### config.mk
export PLATFORM = sky130hd
export DESIGN_NAME = http_request_tokenizer_top_flat
export DESIGN_NICKNAME = d
export VERILOG_FILES = /design/src/sv/hrt_pkg.sv /design/src/sv/hrt_ifs.sv /design/src/sv/hrt_front.sv /design/src/sv/hrt_queue.sv /design/src/sv/hrt_back.sv /design/src/sv/http_request_tokenizer_top.sv /design/src/flat_wrapper.sv
export SDC_FILE = /design/constraint.sdc
export NUM_CORES = 1
export LEC_CHECK = 0
export BUFFER_PORTS_ARGS = -buffer_cell sky130_fd_sc_hd__buf_2
export CORE_ASPECT_RATIO = 0.6
export CORE_UTILIZATION = 26
export CTS_BUF_LIST = sky130_fd_sc_hd__clkbuf_8 sky130_fd_sc_hd__clkbuf_16
export CTS_CLUSTER_DIAMETER = 40
export DETAILED_ROUTE_END_ITERATION = 16
export SETUP_SLACK_MARGIN = 0.3
export SLEW_MARGIN = 20
export SYNTH_ARGS = -nofsm -noshare
export SYNTH_HDL_FRONTEND = slang
export SYNTH_SLANG_ARGS = --single-unit
### constraint.sdc
create_clock -name clk -period 6.2 [get_ports clk]
set_clock_uncertainty 0.2 [all_clocks]
set_input_delay 0 -clock clk [delete_from_list [all_inputs] [get_ports clk]]
set_output_delay 0 -clock clk [all_outputs]
set_load 0.02 [all_outputs]
### src/sv/hrt_pkg.sv
// Types, codes and constants shared by the request tokenizer modules.
`timescale 1ns / 1ps

package hrt_pkg;

    localparam logic [3:0] MAX_HEADERS = 4'd10;
    localparam logic [7:0] MAX_FIELD   = 8'd255;
    localparam logic [9:0] MAX_REQUEST = 10'd1023;

    localparam int DEF_QUEUE_DEPTH = 4;

    localparam int CFG_INDEX_W = 3;
    localparam int CFG_DATA_W  = 10;

    localparam logic [9:0] RST_REQUEST_LIMIT = 10'd1023;
    localparam logic [7:0] RST_METHOD_LIMIT  = 8'd15;
    localparam logic [7:0] RST_PATH_LIMIT    = 8'd255;
    localparam logic [7:0] RST_VERSION_LIMIT = 8'd15;
    localparam logic [7:0] RST_KEY_LIMIT     = 8'd63;
    localparam logic [7:0] RST_VALUE_LIMIT   = 8'd255;
    localparam logic [3:0] RST_HEADER_LIMIT  = 4'd10;

    localparam logic [7:0] CH_NUL   = 8'h00;
    localparam logic [7:0] CH_LF    = 8'h0A;
    localparam logic [7:0] CH_CR    = 8'h0D;
    localparam logic [7:0] CH_SPACE = 8'h20;
    localparam logic [7:0] CH_COLON = 8'h3A;

    typedef enum logic [CFG_INDEX_W-1:0] {
        REG_REQUEST_LIMIT = 3'd0,
        REG_METHOD_LIMIT  = 3'd1,
        REG_PATH_LIMIT    = 3'd2,
        REG_VERSION_LIMIT = 3'd3,
        REG_KEY_LIMIT     = 3'd4,
        REG_VALUE_LIMIT   = 3'd5,
        REG_HEADER_LIMIT  = 3'd6
    } hrt_reg_t;

    typedef enum logic [2:0] {
        KIND_METHOD  = 3'd0,
        KIND_PATH    = 3'd1,
        KIND_VERSION = 3'd2,
        KIND_KEY     = 3'd3,
        KIND_VALUE   = 3'd4,
        KIND_DISCARD = 3'd5,
        KIND_END     = 3'd6
    } hrt_kind_t;

    typedef enum logic [2:0] {
        PH_LEAD       = 3'd0,
        PH_GAP        = 3'd1,
        PH_TOKEN      = 3'd2,
        PH_LINE_START = 3'd3,
        PH_KEY        = 3'd4,
        PH_VAL_LEAD   = 3'd5,
        PH_VALUE      = 3'd6
    } hrt_phase_t;

    typedef struct packed {
        hrt_kind_t   kind;
        logic [3:0]  slot;
        logic [7:0]  position;
        logic [7:0]  char_out;
        logic [3:0]  headers_kept;
        logic        last_of_run;
    } hrt_res_t;

    // All results caused by one input item, packed from index 0.
    typedef struct packed {
        logic [1:0]          count;
        hrt_res_t [2:0]      res;
    } hrt_bundle_t;

    typedef struct packed {
        logic not_empty;
        logic full;
    } hrt_q_stat_t;

endpackage

### src/sv/hrt_ifs.sv
// Channel interfaces of the request tokenizer: input bytes, results, register writes.
`timescale 1ns / 1ps

interface hrt_in_if;
    logic       valid;
    logic       ready;
    logic [7:0] in_byte;
    logic       end_of_request;

    modport source (output valid, output in_byte, output end_of_request, input ready);
    modport sink   (input valid, input in_byte, input end_of_request, output ready);
endinterface

interface hrt_out_if;
    logic       valid;
    logic       ready;
    logic [2:0] kind;
    logic [3:0] slot;
    logic [7:0] position;
    logic [7:0] char_out;
    logic [3:0] headers_kept;
    logic       last_of_run;

    modport source (output valid, output kind, output slot, output position,
                    output char_out, output headers_kept, output last_of_run,
                    input ready);
    modport sink   (input valid, input kind, input slot, input position,
                    input char_out, input headers_kept, input last_of_run,
                    output ready);
endinterface

interface hrt_cfg_if;
    logic        valid;
    logic        ready;
    logic [2:0]  index;
    logic [9:0]  data;

    modport source (output valid, output index, output data, input ready);
    modport sink   (input valid, input index, input data, output ready);
endinterface

### src/sv/hrt_front.sv
// Front end: limit registers, parser state and per-byte result bundle.
`timescale 1ns / 1ps

module hrt_front
    import hrt_pkg::*;
(
    input  logic         clk,
    input  logic         rst_n,
    hrt_in_if.sink       in_ch,
    hrt_cfg_if.sink      cfg,
    input  hrt_q_stat_t  q_stat,
    output logic         push,
    output hrt_bundle_t  push_data
);

    logic [9:0] request_lim_reg;
    logic [7:0] method_lim_reg;
    logic [7:0] path_lim_reg;
    logic [7:0] version_lim_reg;
    logic [7:0] key_lim_reg;
    logic [7:0] value_lim_reg;
    logic [3:0] header_lim_reg;

    hrt_phase_t phase_reg, phase_next;
    logic [1:0] token_reg, token_next;
    logic [7:0] fpos_reg, fpos_next;
    logic [9:0] bytes_reg, bytes_next;
    logic [3:0] hdr_reg, hdr_next;
    logic       ended_reg, ended_next;

    logic       accept;
    logic [9:0] rlim;
    logic [3:0] hlim;
    logic [7:0] klim;
    logic [7:0] vlim;
    logic [7:0] tlim;
    logic [1:0] tok_sel;
    logic [7:0] b;

    logic       e_valid, d_valid, q_valid;
    hrt_res_t   e_res, d_res, q_res;
    logic [1:0] cnt;
    logic [1:0] cnt_m1;

    function automatic hrt_res_t make_res(hrt_kind_t k, logic [3:0] s, logic [7:0] p,
                                          logic [7:0] c, logic [3:0] h);
        hrt_res_t r;
        r.kind         = k;
        r.slot         = s;
        r.position     = p;
        r.char_out     = c;
        r.headers_kept = h;
        r.last_of_run  = 1'b0;
        return r;
    endfunction

    assign cfg.ready   = 1'b1;
    assign in_ch.ready = !q_stat.full;
    assign accept      = in_ch.valid && in_ch.ready;
    assign b           = in_ch.in_byte;

    assign rlim = (request_lim_reg < MAX_REQUEST) ? request_lim_reg : MAX_REQUEST;
    assign hlim = (header_lim_reg < MAX_HEADERS) ? header_lim_reg : MAX_HEADERS;
    assign klim = (key_lim_reg < MAX_FIELD) ? key_lim_reg : MAX_FIELD;
    assign vlim = (value_lim_reg < MAX_FIELD) ? value_lim_reg : MAX_FIELD;

    always_ff @(posedge clk or negedge rst_n)
    begin
        if (!rst_n)
        begin
            request_lim_reg <= RST_REQUEST_LIMIT;
            method_lim_reg  <= RST_METHOD_LIMIT;
            path_lim_reg    <= RST_PATH_LIMIT;
            version_lim_reg <= RST_VERSION_LIMIT;
            key_lim_reg     <= RST_KEY_LIMIT;
            value_lim_reg   <= RST_VALUE_LIMIT;
            header_lim_reg  <= RST_HEADER_LIMIT;
        end
        else if (cfg.valid)
        begin
            case (hrt_reg_t'(cfg.index))
                REG_REQUEST_LIMIT: request_lim_reg <= cfg.data;
                REG_METHOD_LIMIT:  method_lim_reg  <= cfg.data[7:0];
                REG_PATH_LIMIT:    path_lim_reg    <= cfg.data[7:0];
                REG_VERSION_LIMIT: version_lim_reg <= cfg.data[7:0];
                REG_KEY_LIMIT:     key_lim_reg     <= cfg.data[7:0];
                REG_VALUE_LIMIT:   value_lim_reg   <= cfg.data[7:0];
                REG_HEADER_LIMIT:  header_lim_reg  <= cfg.data[3:0];
                default:           ;
            endcase
        end
    end

    always_ff @(posedge clk or negedge rst_n)
    begin
        if (!rst_n)
        begin
            phase_reg <= PH_LEAD;
            token_reg <= 2'd0;
            fpos_reg  <= 8'd0;
            bytes_reg <= 10'd0;
            hdr_reg   <= 4'd0;
            ended_reg <= 1'b0;
        end
        else if (accept)
        begin
            phase_reg <= phase_next;
            token_reg <= token_next;
            fpos_reg  <= fpos_next;
            bytes_reg <= bytes_next;
            hdr_reg   <= hdr_next;
            ended_reg <= ended_next;
        end
    end

    // Token this byte belongs to; a fresh first line starts at the method.
    assign tok_sel = (phase_reg == PH_LEAD) ? 2'd0 : token_reg;

    always_comb
    begin
        case (tok_sel)
            2'd0:    tlim = method_lim_reg;
            2'd1:    tlim = path_lim_reg;
            default: tlim = version_lim_reg;
        endcase
        if (tlim > MAX_FIELD)
        begin
            tlim = MAX_FIELD;
        end
    end

    always_comb
    begin
        phase_next = phase_reg;
        token_next = token_reg;
        fpos_next  = fpos_reg;
        bytes_next = bytes_reg;
        hdr_next   = hdr_reg;
        ended_next = ended_reg;
        e_valid    = 1'b0;
        d_valid    = 1'b0;
        q_valid    = 1'b0;
        e_res      = '0;
        d_res      = '0;
        q_res      = '0;

        if (!ended_reg && bytes_reg < rlim)
        begin
            if (b == CH_NUL || b == CH_CR || b == CH_LF)
            begin
                // Line break or end of text: close the open line.
                if (b == CH_NUL || phase_reg != PH_LEAD)
                begin
                    if (phase_reg == PH_KEY)
                    begin
                        e_valid = 1'b1;
                        e_res   = make_res(KIND_DISCARD, hdr_reg, 8'd0, 8'd0, 4'd0);
                    end
                    else if (phase_reg == PH_VAL_LEAD || phase_reg == PH_VALUE)
                    begin
                        hdr_next = hdr_reg + 4'd1;
                    end
                    if (phase_reg != PH_LEAD)
                    begin
                        phase_next = PH_LINE_START;
                    end
                    fpos_next = 8'd0;
                end
                if (b == CH_NUL)
                begin
                    ended_next = 1'b1;
                end
            end
            else
            begin
                case (phase_reg)
                    PH_LEAD, PH_GAP:
                    begin
                        if (phase_reg == PH_LEAD)
                        begin
                            token_next = 2'd0;
                        end
                        if (b == CH_SPACE)
                        begin
                            phase_next = PH_GAP;
                        end
                        else
                        begin
                            phase_next = PH_TOKEN;
                            if (tok_sel != 2'd3 && tlim != 8'd0)
                            begin
                                e_valid = 1'b1;
                                e_res   = make_res(hrt_kind_t'({1'b0, tok_sel}), 4'd0,
                                                   8'd0, b, 4'd0);
                            end
                            fpos_next = 8'd1;
                        end
                    end
                    PH_TOKEN:
                    begin
                        if (b == CH_SPACE)
                        begin
                            if (token_reg != 2'd3)
                            begin
                                token_next = token_reg + 2'd1;
                            end
                            phase_next = PH_GAP;
                            fpos_next  = 8'd0;
                        end
                        else
                        begin
                            if (token_reg != 2'd3 && fpos_reg < tlim)
                            begin
                                e_valid = 1'b1;
                                e_res   = make_res(hrt_kind_t'({1'b0, token_reg}), 4'd0,
                                                   fpos_reg, b, 4'd0);
                            end
                            if (fpos_reg != 8'hFF)
                            begin
                                fpos_next = fpos_reg + 8'd1;
                            end
                        end
                    end
                    PH_LINE_START:
                    begin
                        // Ignore the whole line once all header slots are used.
                        if (hdr_reg < hlim)
                        begin
                            fpos_next = 8'd0;
                            if (b == CH_COLON)
                            begin
                                phase_next = PH_VAL_LEAD;
                            end
                            else
                            begin
                                phase_next = PH_KEY;
                                if (klim != 8'd0)
                                begin
                                    e_valid = 1'b1;
                                    e_res   = make_res(KIND_KEY, hdr_reg, 8'd0, b, 4'd0);
                                end
                                fpos_next = 8'd1;
                            end
                        end
                    end
                    PH_KEY:
                    begin
                        if (b == CH_COLON && fpos_reg != 8'd0)
                        begin
                            phase_next = PH_VAL_LEAD;
                            fpos_next  = 8'd0;
                        end
                        else
                        begin
                            if (fpos_reg < klim)
                            begin
                                e_valid = 1'b1;
                                e_res   = make_res(KIND_KEY, hdr_reg, fpos_reg, b, 4'd0);
                            end
                            if (fpos_reg != 8'hFF)
                            begin
                                fpos_next = fpos_reg + 8'd1;
                            end
                        end
                    end
                    PH_VAL_LEAD:
                    begin
                        // Drop leading spaces of the value.
                        if (b != CH_SPACE)
                        begin
                            phase_next = PH_VALUE;
                            if (vlim != 8'd0)
                            begin
                                e_valid = 1'b1;
                                e_res   = make_res(KIND_VALUE, hdr_reg, 8'd0, b, 4'd0);
                            end
                            fpos_next = 8'd1;
                        end
                    end
                    default:
                    begin
                        if (fpos_reg < vlim)
                        begin
                            e_valid = 1'b1;
                            e_res   = make_res(KIND_VALUE, hdr_reg, fpos_reg, b, 4'd0);
                        end
                        if (fpos_reg != 8'hFF)
                        begin
                            fpos_next = fpos_reg + 8'd1;
                        end
                    end
                endcase
            end

            // Count the byte; close the text when the byte budget is used up.
            if (!ended_next)
            begin
                bytes_next = bytes_reg + 10'd1;
                if (bytes_next >= rlim)
                begin
                    if (phase_next == PH_KEY)
                    begin
                        d_valid = 1'b1;
                        d_res   = make_res(KIND_DISCARD, hdr_next, 8'd0, 8'd0, 4'd0);
                    end
                    else if (phase_next == PH_VAL_LEAD || phase_next == PH_VALUE)
                    begin
                        hdr_next = hdr_next + 4'd1;
                    end
                    if (phase_next != PH_LEAD)
                    begin
                        phase_next = PH_LINE_START;
                    end
                    fpos_next  = 8'd0;
                    ended_next = 1'b1;
                end
            end
        end

        if (in_ch.end_of_request)
        begin
            if (!ended_next)
            begin
                if (phase_next == PH_KEY)
                begin
                    d_valid = 1'b1;
                    d_res   = make_res(KIND_DISCARD, hdr_next, 8'd0, 8'd0, 4'd0);
                end
                else if (phase_next == PH_VAL_LEAD || phase_next == PH_VALUE)
                begin
                    hdr_next = hdr_next + 4'd1;
                end
            end
            q_valid    = 1'b1;
            q_res      = make_res(KIND_END, 4'd0, 8'd0, 8'd0, hdr_next);
            phase_next = PH_LEAD;
            token_next = 2'd0;
            fpos_next  = 8'd0;
            bytes_next = 10'd0;
            hdr_next   = 4'd0;
            ended_next = 1'b0;
        end
    end

    // Pack the results in order and mark the final one.
    always_comb
    begin
        push_data = '0;
        cnt       = 2'd0;
        if (e_valid)
        begin
            push_data.res[cnt] = e_res;
            cnt                = cnt + 2'd1;
        end
        if (d_valid)
        begin
            push_data.res[cnt] = d_res;
            cnt                = cnt + 2'd1;
        end
        if (q_valid)
        begin
            push_data.res[cnt] = q_res;
            cnt                = cnt + 2'd1;
        end
        cnt_m1 = cnt - 2'd1;
        if (cnt != 2'd0)
        begin
            push_data.res[cnt_m1].last_of_run = 1'b1;
        end
        push_data.count = cnt;
    end

    assign push = accept && (cnt != 2'd0);

endmodule

### src/sv/hrt_queue.sv
// Bundle queue between the front end and the result serializer.
`timescale 1ns / 1ps

module hrt_queue
    import hrt_pkg::*;
#(
    parameter int DEPTH = DEF_QUEUE_DEPTH
)
(
    input  logic         clk,
    input  logic         rst_n,
    input  logic         push,
    input  hrt_bundle_t  push_data,
    input  logic         pop,
    output hrt_bundle_t  head,
    output hrt_q_stat_t  q_stat
);

    localparam int PTR_W = $clog2(DEPTH);
    localparam int CNT_W = $clog2(DEPTH + 1);

    hrt_bundle_t        slots [DEPTH];
    logic [PTR_W-1:0]   wr_ptr_reg, wr_ptr_next;
    logic [PTR_W-1:0]   rd_ptr_reg, rd_ptr_next;
    logic [CNT_W-1:0]   count_reg, count_next;

    assign q_stat.not_empty = (count_reg != '0);
    assign q_stat.full      = (count_reg == CNT_W'(DEPTH));
    assign head             = slots[rd_ptr_reg];

    always_comb
    begin
        wr_ptr_next = wr_ptr_reg;
        rd_ptr_next = rd_ptr_reg;
        count_next  = count_reg;
        if (push)
        begin
            wr_ptr_next = (wr_ptr_reg == PTR_W'(DEPTH - 1)) ? '0 : wr_ptr_reg + PTR_W'(1);
        end
        if (pop)
        begin
            rd_ptr_next = (rd_ptr_reg == PTR_W'(DEPTH - 1)) ? '0 : rd_ptr_reg + PTR_W'(1);
        end
        if (push && !pop)
        begin
            count_next = count_reg + CNT_W'(1);
        end
        else if (pop && !push)
        begin
            count_next = count_reg - CNT_W'(1);
        end
    end

    always_ff @(posedge clk or negedge rst_n)
    begin
        if (!rst_n)
        begin
            wr_ptr_reg <= '0;
            rd_ptr_reg <= '0;
            count_reg  <= '0;
        end
        else
        begin
            wr_ptr_reg <= wr_ptr_next;
            rd_ptr_reg <= rd_ptr_next;
            count_reg  <= count_next;
        end
    end

    always_ff @(posedge clk)
    begin
        if (push)
        begin
            slots[wr_ptr_reg] <= push_data;
        end
    end

endmodule

### src/sv/hrt_back.sv
// Back end: walks each queued bundle and drives the result register.
`timescale 1ns / 1ps

module hrt_back
    import hrt_pkg::*;
(
    input  logic         clk,
    input  logic         rst_n,
    input  hrt_bundle_t  head,
    input  hrt_q_stat_t  q_stat,
    output logic         pop,
    hrt_out_if.source    out_ch
);

    logic       out_valid_reg, out_valid_next;
    hrt_res_t   out_res_reg;
    logic [1:0] idx_reg, idx_next;
    logic       load;
    logic       at_last;

    assign load    = q_stat.not_empty && (!out_valid_reg || out_ch.ready);
    assign at_last = (idx_reg == head.count - 2'd1);
    assign pop     = load && at_last;

    always_comb
    begin
        out_valid_next = load || (out_valid_reg && !out_ch.ready);
        idx_next       = idx_reg;
        if (load)
        begin
            idx_next = at_last ? 2'd0 : idx_reg + 2'd1;
        end
    end

    always_ff @(posedge clk or negedge rst_n)
    begin
        if (!rst_n)
        begin
            out_valid_reg <= 1'b0;
            idx_reg       <= 2'd0;
        end
        else
        begin
            out_valid_reg <= out_valid_next;
            idx_reg       <= idx_next;
        end
    end

    always_ff @(posedge clk)
    begin
        if (load)
        begin
            out_res_reg <= head.res[idx_reg];
        end
    end

    assign out_ch.valid        = out_valid_reg;
    assign out_ch.kind         = out_res_reg.kind;
    assign out_ch.slot         = out_res_reg.slot;
    assign out_ch.position     = out_res_reg.position;
    assign out_ch.char_out     = out_res_reg.char_out;
    assign out_ch.headers_kept = out_res_reg.headers_kept;
    assign out_ch.last_of_run  = out_res_reg.last_of_run;

endmodule

### src/sv/http_request_tokenizer_top.sv
// Streaming tokenizer for the request line and header lines of a request.
// Channels: in_ch takes one request byte per item with an end_of_request flag;
// out_ch gives tagged characters (method, path, version, key, value), discard
// marks for header lines without a colon, and a request end item carrying the
// header count; cfg writes the seven limit registers by index, always ready.
// Each input item yields zero to three results; last_of_run flags the final
// one of an item. Results pass the bundle queue and the result register
// before out_ch. Throughput: one item per cycle while each item yields at
// most one result and out_ch is ready; an item with more results sends
// them one at a time through the single result register on out_ch.
// A bundle queue sits between the parser and the serializer, so bytes keep
// flowing while a downstream stall lasts, until the queue fills; then ready
// on in_ch drops and held results stay stable on out_ch.
// Reset: limits return to their defaults, parser state to waiting for the
// first line, queue and output empty. No clearing pass is needed.
`timescale 1ns / 1ps

module http_request_tokenizer_top
    import hrt_pkg::*;
#(
    parameter int QUEUE_DEPTH = DEF_QUEUE_DEPTH
)
(
    input  logic      clk,
    input  logic      rst_n,
    hrt_in_if.sink    in_ch,
    hrt_out_if.source out_ch,
    hrt_cfg_if.sink   cfg
);

    // Bundles from the parser to the serializer.
    logic         push;
    hrt_bundle_t  push_data;
    logic         pop;
    hrt_bundle_t  head;
    hrt_q_stat_t  q_stat;

    // Parse each accepted byte and push its results as one bundle.
    hrt_front u_front (
        .clk       (clk),
        .rst_n     (rst_n),
        .in_ch     (in_ch),
        .cfg       (cfg),
        .q_stat    (q_stat),
        .push      (push),
        .push_data (push_data)
    );

    // Hold bundles so a stalled receiver does not stall the parser at once.
    hrt_queue #(
        .DEPTH (QUEUE_DEPTH)
    ) u_queue (
        .clk       (clk),
        .rst_n     (rst_n),
        .push      (push),
        .push_data (push_data),
        .pop       (pop),
        .head      (head),
        .q_stat    (q_stat)
    );

    // Send the results of the head bundle one per cycle while out_ch is ready.
    hrt_back u_back (
        .clk    (clk),
        .rst_n  (rst_n),
        .head   (head),
        .q_stat (q_stat),
        .pop    (pop),
        .out_ch (out_ch)
    );

endmodule

### src/flat_wrapper.sv
// flat-port wrapper written by rule: the top's interface ports become plain ports
module http_request_tokenizer_top_flat import hrt_pkg::*;
#(
    parameter int QUEUE_DEPTH = DEF_QUEUE_DEPTH
)
  (clk, rst_n, in_ch_valid, in_ch_in_byte, in_ch_end_of_request, in_ch_ready, out_ch_valid, out_ch_kind, out_ch_slot, out_ch_position, out_ch_char_out, out_ch_headers_kept, out_ch_last_of_run, out_ch_ready, cfg_valid, cfg_index, cfg_data, cfg_ready);
  hrt_in_if in_ch_i ();
  hrt_out_if out_ch_i ();
  hrt_cfg_if cfg_i ();
  input  logic clk;
  input  logic rst_n;
  input wire logic [$bits(in_ch_i.valid)-1:0] in_ch_valid;
  input wire logic [$bits(in_ch_i.in_byte)-1:0] in_ch_in_byte;
  input wire logic [$bits(in_ch_i.end_of_request)-1:0] in_ch_end_of_request;
  output wire logic [$bits(in_ch_i.ready)-1:0] in_ch_ready;
  output wire logic [$bits(out_ch_i.valid)-1:0] out_ch_valid;
  output wire logic [$bits(out_ch_i.kind)-1:0] out_ch_kind;
  output wire logic [$bits(out_ch_i.slot)-1:0] out_ch_slot;
  output wire logic [$bits(out_ch_i.position)-1:0] out_ch_position;
  output wire logic [$bits(out_ch_i.char_out)-1:0] out_ch_char_out;
  output wire logic [$bits(out_ch_i.headers_kept)-1:0] out_ch_headers_kept;
  output wire logic [$bits(out_ch_i.last_of_run)-1:0] out_ch_last_of_run;
  input wire logic [$bits(out_ch_i.ready)-1:0] out_ch_ready;
  input wire logic [$bits(cfg_i.valid)-1:0] cfg_valid;
  input wire logic [$bits(cfg_i.index)-1:0] cfg_index;
  input wire logic [$bits(cfg_i.data)-1:0] cfg_data;
  output wire logic [$bits(cfg_i.ready)-1:0] cfg_ready;
  assign in_ch_i.valid = in_ch_valid;
  assign in_ch_i.in_byte = in_ch_in_byte;
  assign in_ch_i.end_of_request = in_ch_end_of_request;
  assign in_ch_ready = in_ch_i.ready;
  assign out_ch_valid = out_ch_i.valid;
  assign out_ch_kind = out_ch_i.kind;
  assign out_ch_slot = out_ch_i.slot;
  assign out_ch_position = out_ch_i.position;
  assign out_ch_char_out = out_ch_i.char_out;
  assign out_ch_headers_kept = out_ch_i.headers_kept;
  assign out_ch_last_of_run = out_ch_i.last_of_run;
  assign out_ch_i.ready = out_ch_ready;
  assign cfg_i.valid = cfg_valid;
  assign cfg_i.index = cfg_index;
  assign cfg_i.data = cfg_data;
  assign cfg_ready = cfg_i.ready;
  http_request_tokenizer_top #(.QUEUE_DEPTH(QUEUE_DEPTH)) u_core (.clk(clk), .rst_n(rst_n), .in_ch(in_ch_i), .out_ch(out_ch_i), .cfg(cfg_i));
endmodule
==> flow_summary.ini <==
[synth]
post_synthesis_net_count = 1251
netlist_instances = 1162
ys_ff_latch = 312
syn-cell-area_sq_um = 15300
yosysSeqAreaShare_pct = 58.4
syn-mean-instance-area_sq_um = 13.2
synth.top_cells.by_area = sky130_fd_sc_hd__edfxtp_1, sky130_fd_sc_hd__dfrtp_1, sky130_fd_sc_hd__dfstp_2
synth-edff-count = 220
synth.top_cell.area_share_pct = 43.0
synthFlopType = sky130_fd_sc_hd__edfxtp_1
synthDominantAreaCellType = sky130_fd_sc_hd__edfxtp_1
number_of_warnings_issued_by_yosys = 0
synth-async-reset-ratio_pct = 29.5
netlist-cell-type-count = 90

[critical_path]
timing_worst_setup_path_type = reg -> reg
timing.reg2reg.setup_slack_ns = 0.57
worstSetupEndpointType = register
worstPathCellList = nand3_1, nor2_2, nand2_1, nor2_2, xor2_1, ha_1, a211oi_2, o211ai_1, a221o_1, nand2b_1, or3_1, a21oi_1, nand4bb_1, and2_1, inv_1, ha_1, inv_1, mux2i_1, nor2_1, nor2_1, buf_4, and2_2, buf_12
timing.critical_path.arrival_ns = 5.65
r2r-end = u_core.u_queue.slots[3][22]$_DFFE_PP_
critPathMaxStageDelay_ns = 0.45
worstSetupStartpointType = register
crit_path_top_delay_cell = sky130_fd_sc_hd__dfrtp_1
cp.required_ns = 6.23
reg2regPathDepth = 23
worst-path-max-fanout = 24
r2r-start = u_core.u_front.bytes_reg[2]$_DFFE_PN0P_

[worst_hold_path]
timing.hold.worst.class = in -> reg
hold_path.startpoint = out_ch_ready
worstHoldEndpoint = u_core.u_back.out_ch.valid$_DFF_PN0_
worstHoldPathCells = 5

[sta]
setup-tns-final_ns = 0
worst_slew_margin_rel_pct = 43.8
timing_hold_violations_final = 0
grt_setup_unrepaired = false
final.setup.worst_slack_ns = 0.575
layout_worst_path_cycle_share_pct = 90.7
timing.fmax_mhz = 178
layout_min_cycle_time_ns = 5.63
tightest_slew_ns = 0.840
report.final.setup_viol = 0
finalMaxSlewViolations = 0

[pwr]
p_leak_nw = 6.79
irDropWorstVdd_mv = 0.212
p_per_area_nw_per_um2 = 415

[floorplan]
placeableCoreArea_sq_um = 57900
die_x_um = 316
initial_core_util_pct = 26.5
fp.dieArea_sq_um = 60000
design.portCount = 58
fp-row-count = 68
dieHeight_um = 190

[route]
vias = 10100
antenna_left = 0
first_iter_violations = 962
dr_top_layer = met5
drt-total-wl_mm = 39.1
met2_length_mm = 16.1
route.detailed.wl_per_inst_um = 18.9
met3_length_mm = 2.72
route.detailed.vias_per_inst = 4.89
drtPass1Iterations = 13
met1_length_mm = 19.8
drcViolationCount = 1

[global_routing]
grt_start_max_net_pins = 83
grt_pass1_vias = 10200
antenna_violations_before_repair = 1
grt_first_pass_wirelength_mm = 60.8
global_route.usage.total_pct = 13.1
gr-total-overflow = 0

[final_layout]
drive_gt1_share_pct = 24.4
largest_reg_flops = 192
finalNetCount = 1366
n_antenna_cell = 0
area_growth_syn_to_layout_pct = 19.5

[cts]
cts_htree_levels = 2
cts.root.buffer_cell = sky130_fd_sc_hd__clkbuf_16
tritoncts = done
tritoncts.num_buffers = 35
cts.path.max_buffers = 3
cts.reportedPaths.clkPinSlew_ns = 0.06
cts_sinks = 312
clkLatencyLatePin_ns = 0.53

[status]
violated_checks = design-rule violations
outcome = complete, but fails checks

[placed_design]
place_ws_ns = 0.317
placement.io_buffers = 56
dp_hpwl_mm = 27.1
routabilityCongestion = 0.912

[flow_run]
max_cap_viol_count = 0
-- stage by stage --
step | instance area [sq um] | total power [W] | util [%] | instances | hold WS (ns)
6_report | 18300 | 0.00760 | 31.6 | 2073 | 0.0659
5_1_grt | 18300 | 0.00801 | 31.6 | 2073 | 0.102
4_1_cts | 18300 | 0.00767 | 31.6 | 2071 | 0.0427
3_5_place_dp | 16700 | 0.00549 | 28.8 | 1966 | -0.340
3_3_place_gp | 16700 | 0.00544 | 28.8 | 1966 | -0.343
2_1_floorplan | 15400 | 0.00470 | - | 1162 | -0.496
-- logic make-up (layout without fill, tap and decap cells) --
| family | after synthesis | after routing | share of synthesized area (%) |
|---|---|---|---|
| flip-flops | 312 | 312 | 58.4 |
| multiplexers | 106 | 106 | 11.2 |
| other | 1 | 1 | 0.0244 |
| adder cells (fa/ha/maj) | 62 | 62 | 5.15 |
| AO/OA/AOI/OAI | 215 | 215 | 9.46 |
| buffers and inverters | 105 | 246 | 2.67 |
| AND/OR/NAND/NOR | 338 | 338 | 11.7 |
| XOR/XNOR | 23 | 23 | 1.41 |
-- report_power, final --
group          total (W)  internal, W  leakage [nW]  switching (W)
combinational    0.00228     0.000975          3.04        0.00130
sequential       0.00319      0.00288          3.16       0.000315
clock            0.00213      0.00124         0.581       0.000890
total            0.00760      0.00509          6.79        0.00251
-- cells in the final DEF (no fill, tap or decap), types with 9 or more instances in the layout --
cell type and count:
sky130_fd_sc_hd__buf_2 55, sky130_fd_sc_hd__dfstp_2 42, sky130_fd_sc_hd__edfxtp_1 220, sky130_fd_sc_hd__a21oi_1 32, sky130_fd_sc_hd__nor2b_1 24, sky130_fd_sc_hd__mux2_2 43, sky130_fd_sc_hd__and3_1 10, sky130_fd_sc_hd__nor2_1 67
sky130_fd_sc_hd__dfrtp_1 48, sky130_fd_sc_hd__nand2b_1 20, sky130_fd_sc_hd__ha_1 60, sky130_fd_sc_hd__nor3_1 15, sky130_fd_sc_hd__xor2_1 10, sky130_fd_sc_hd__nand3_1 22, sky130_fd_sc_hd__dlygate4sd3_1 42, sky130_fd_sc_hd__clkbuf_16 36
sky130_fd_sc_hd__a21o_1 13, sky130_fd_sc_hd__o22ai_1 12, sky130_fd_sc_hd__mux4_2 48, sky130_fd_sc_hd__nand4_1 13, sky130_fd_sc_hd__o21ai_0 73, sky130_fd_sc_hd__xnor2_1 11, sky130_fd_sc_hd__buf_4 24, sky130_fd_sc_hd__a211oi_1 9
sky130_fd_sc_hd__mux2i_1 15, sky130_fd_sc_hd__inv_1 57, sky130_fd_sc_hd__nand2_1 84, sky130_fd_sc_hd__and2_1 20
-- worst max path at each step --
stage | startpoint | end | slack (ns) | cells after the start
floorplan | u_core.u_front.bytes_reg[2]$_DFFE_PN0P_ | u_core.u_queue.slots[0][0]$_DFFE_PP_ | 0.80 | 21
global placement | u_core.u_front.bytes_reg[2]$_DFFE_PN0P_ | u_core.u_queue.slots[1][58]$_DFFE_PP_ | 0.61 | 23
detailed placement | u_core.u_front.bytes_reg[2]$_DFFE_PN0P_ | u_core.u_queue.slots[1][58]$_DFFE_PP_ | 0.32 | 23
CTS | u_core.u_front.bytes_reg[2]$_DFFE_PN0P_ | u_core.u_queue.slots[1][22]$_DFFE_PP_ | 0.32 | 23
global route | u_core.u_front.bytes_reg[2]$_DFFE_PN0P_ | u_core.u_queue.count_reg[2]$_DFFE_PN0P_ | 0.25 | 26
finish | u_core.u_front.bytes_reg[2]$_DFFE_PN0P_ | u_core.u_queue.slots[3][22]$_DFFE_PP_ | 0.57 | 23
-- cell usage after synthesis (13+ instances only) --
library cell / instances
sky130_fd_sc_hd__mux2i_1: 15
sky130_fd_sc_hd__nor2_1: 69
sky130_fd_sc_hd__a21oi_1: 32
sky130_fd_sc_hd__nand2b_1: 20
sky130_fd_sc_hd__inv_1: 54
sky130_fd_sc_hd__mux2_2: 43
sky130_fd_sc_hd__nand2_1: 84
sky130_fd_sc_hd__dfstp_2: 42
sky130_fd_sc_hd__nand4_1: 13
sky130_fd_sc_hd__nand3_1: 22
sky130_fd_sc_hd__ha_1: 60
sky130_fd_sc_hd__clkbuf_1: 36
sky130_fd_sc_hd__and2_1: 24
sky130_fd_sc_hd__a21o_1: 13
sky130_fd_sc_hd__nor3_1: 16
sky130_fd_sc_hd__mux4_2: 48
sky130_fd_sc_hd__edfxtp_1: 220
sky130_fd_sc_hd__o21ai_0: 73
sky130_fd_sc_hd__dfrtp_1: 50
sky130_fd_sc_hd__nor2b_1: 24
-- worst max-delay path, delay by kind of cell, from the launching register on --
family          cells  cell delay (ns)
compound gates      4             0.96
xor+xnor            1             0.18
fa+ha+maj           2             0.51
buf+inv             4             0.63
flops               1             0.45
mux                 1             0.22
simple gates       11             2.16
-- routing by layer --
layer,vias to the layer above,global-route usage (%)
li1,4624,-
met1,5139,20.3
met2,323,18.4
met3,46,3.17
met4,2,2.34
met5,-,0
-- area by class of cell --
cell class	instances	area [sq um]
fillers	5731	39600
flip-flops and latches	312	8970
multi-input cells	745	6010
repair buffers	127	987
well taps	770	963
clock buffers	39	942
clock inverters	24	253
inverters	56	210
-- what timing repair did --
action,CTS,global route
hold buffers,42,0
endpoints found under the hold margin,157,0
setup buffers,0,2
endpoints found under the setup margin,0,209
resized for setup,0,4
Power figures use the tool's default switching activity.
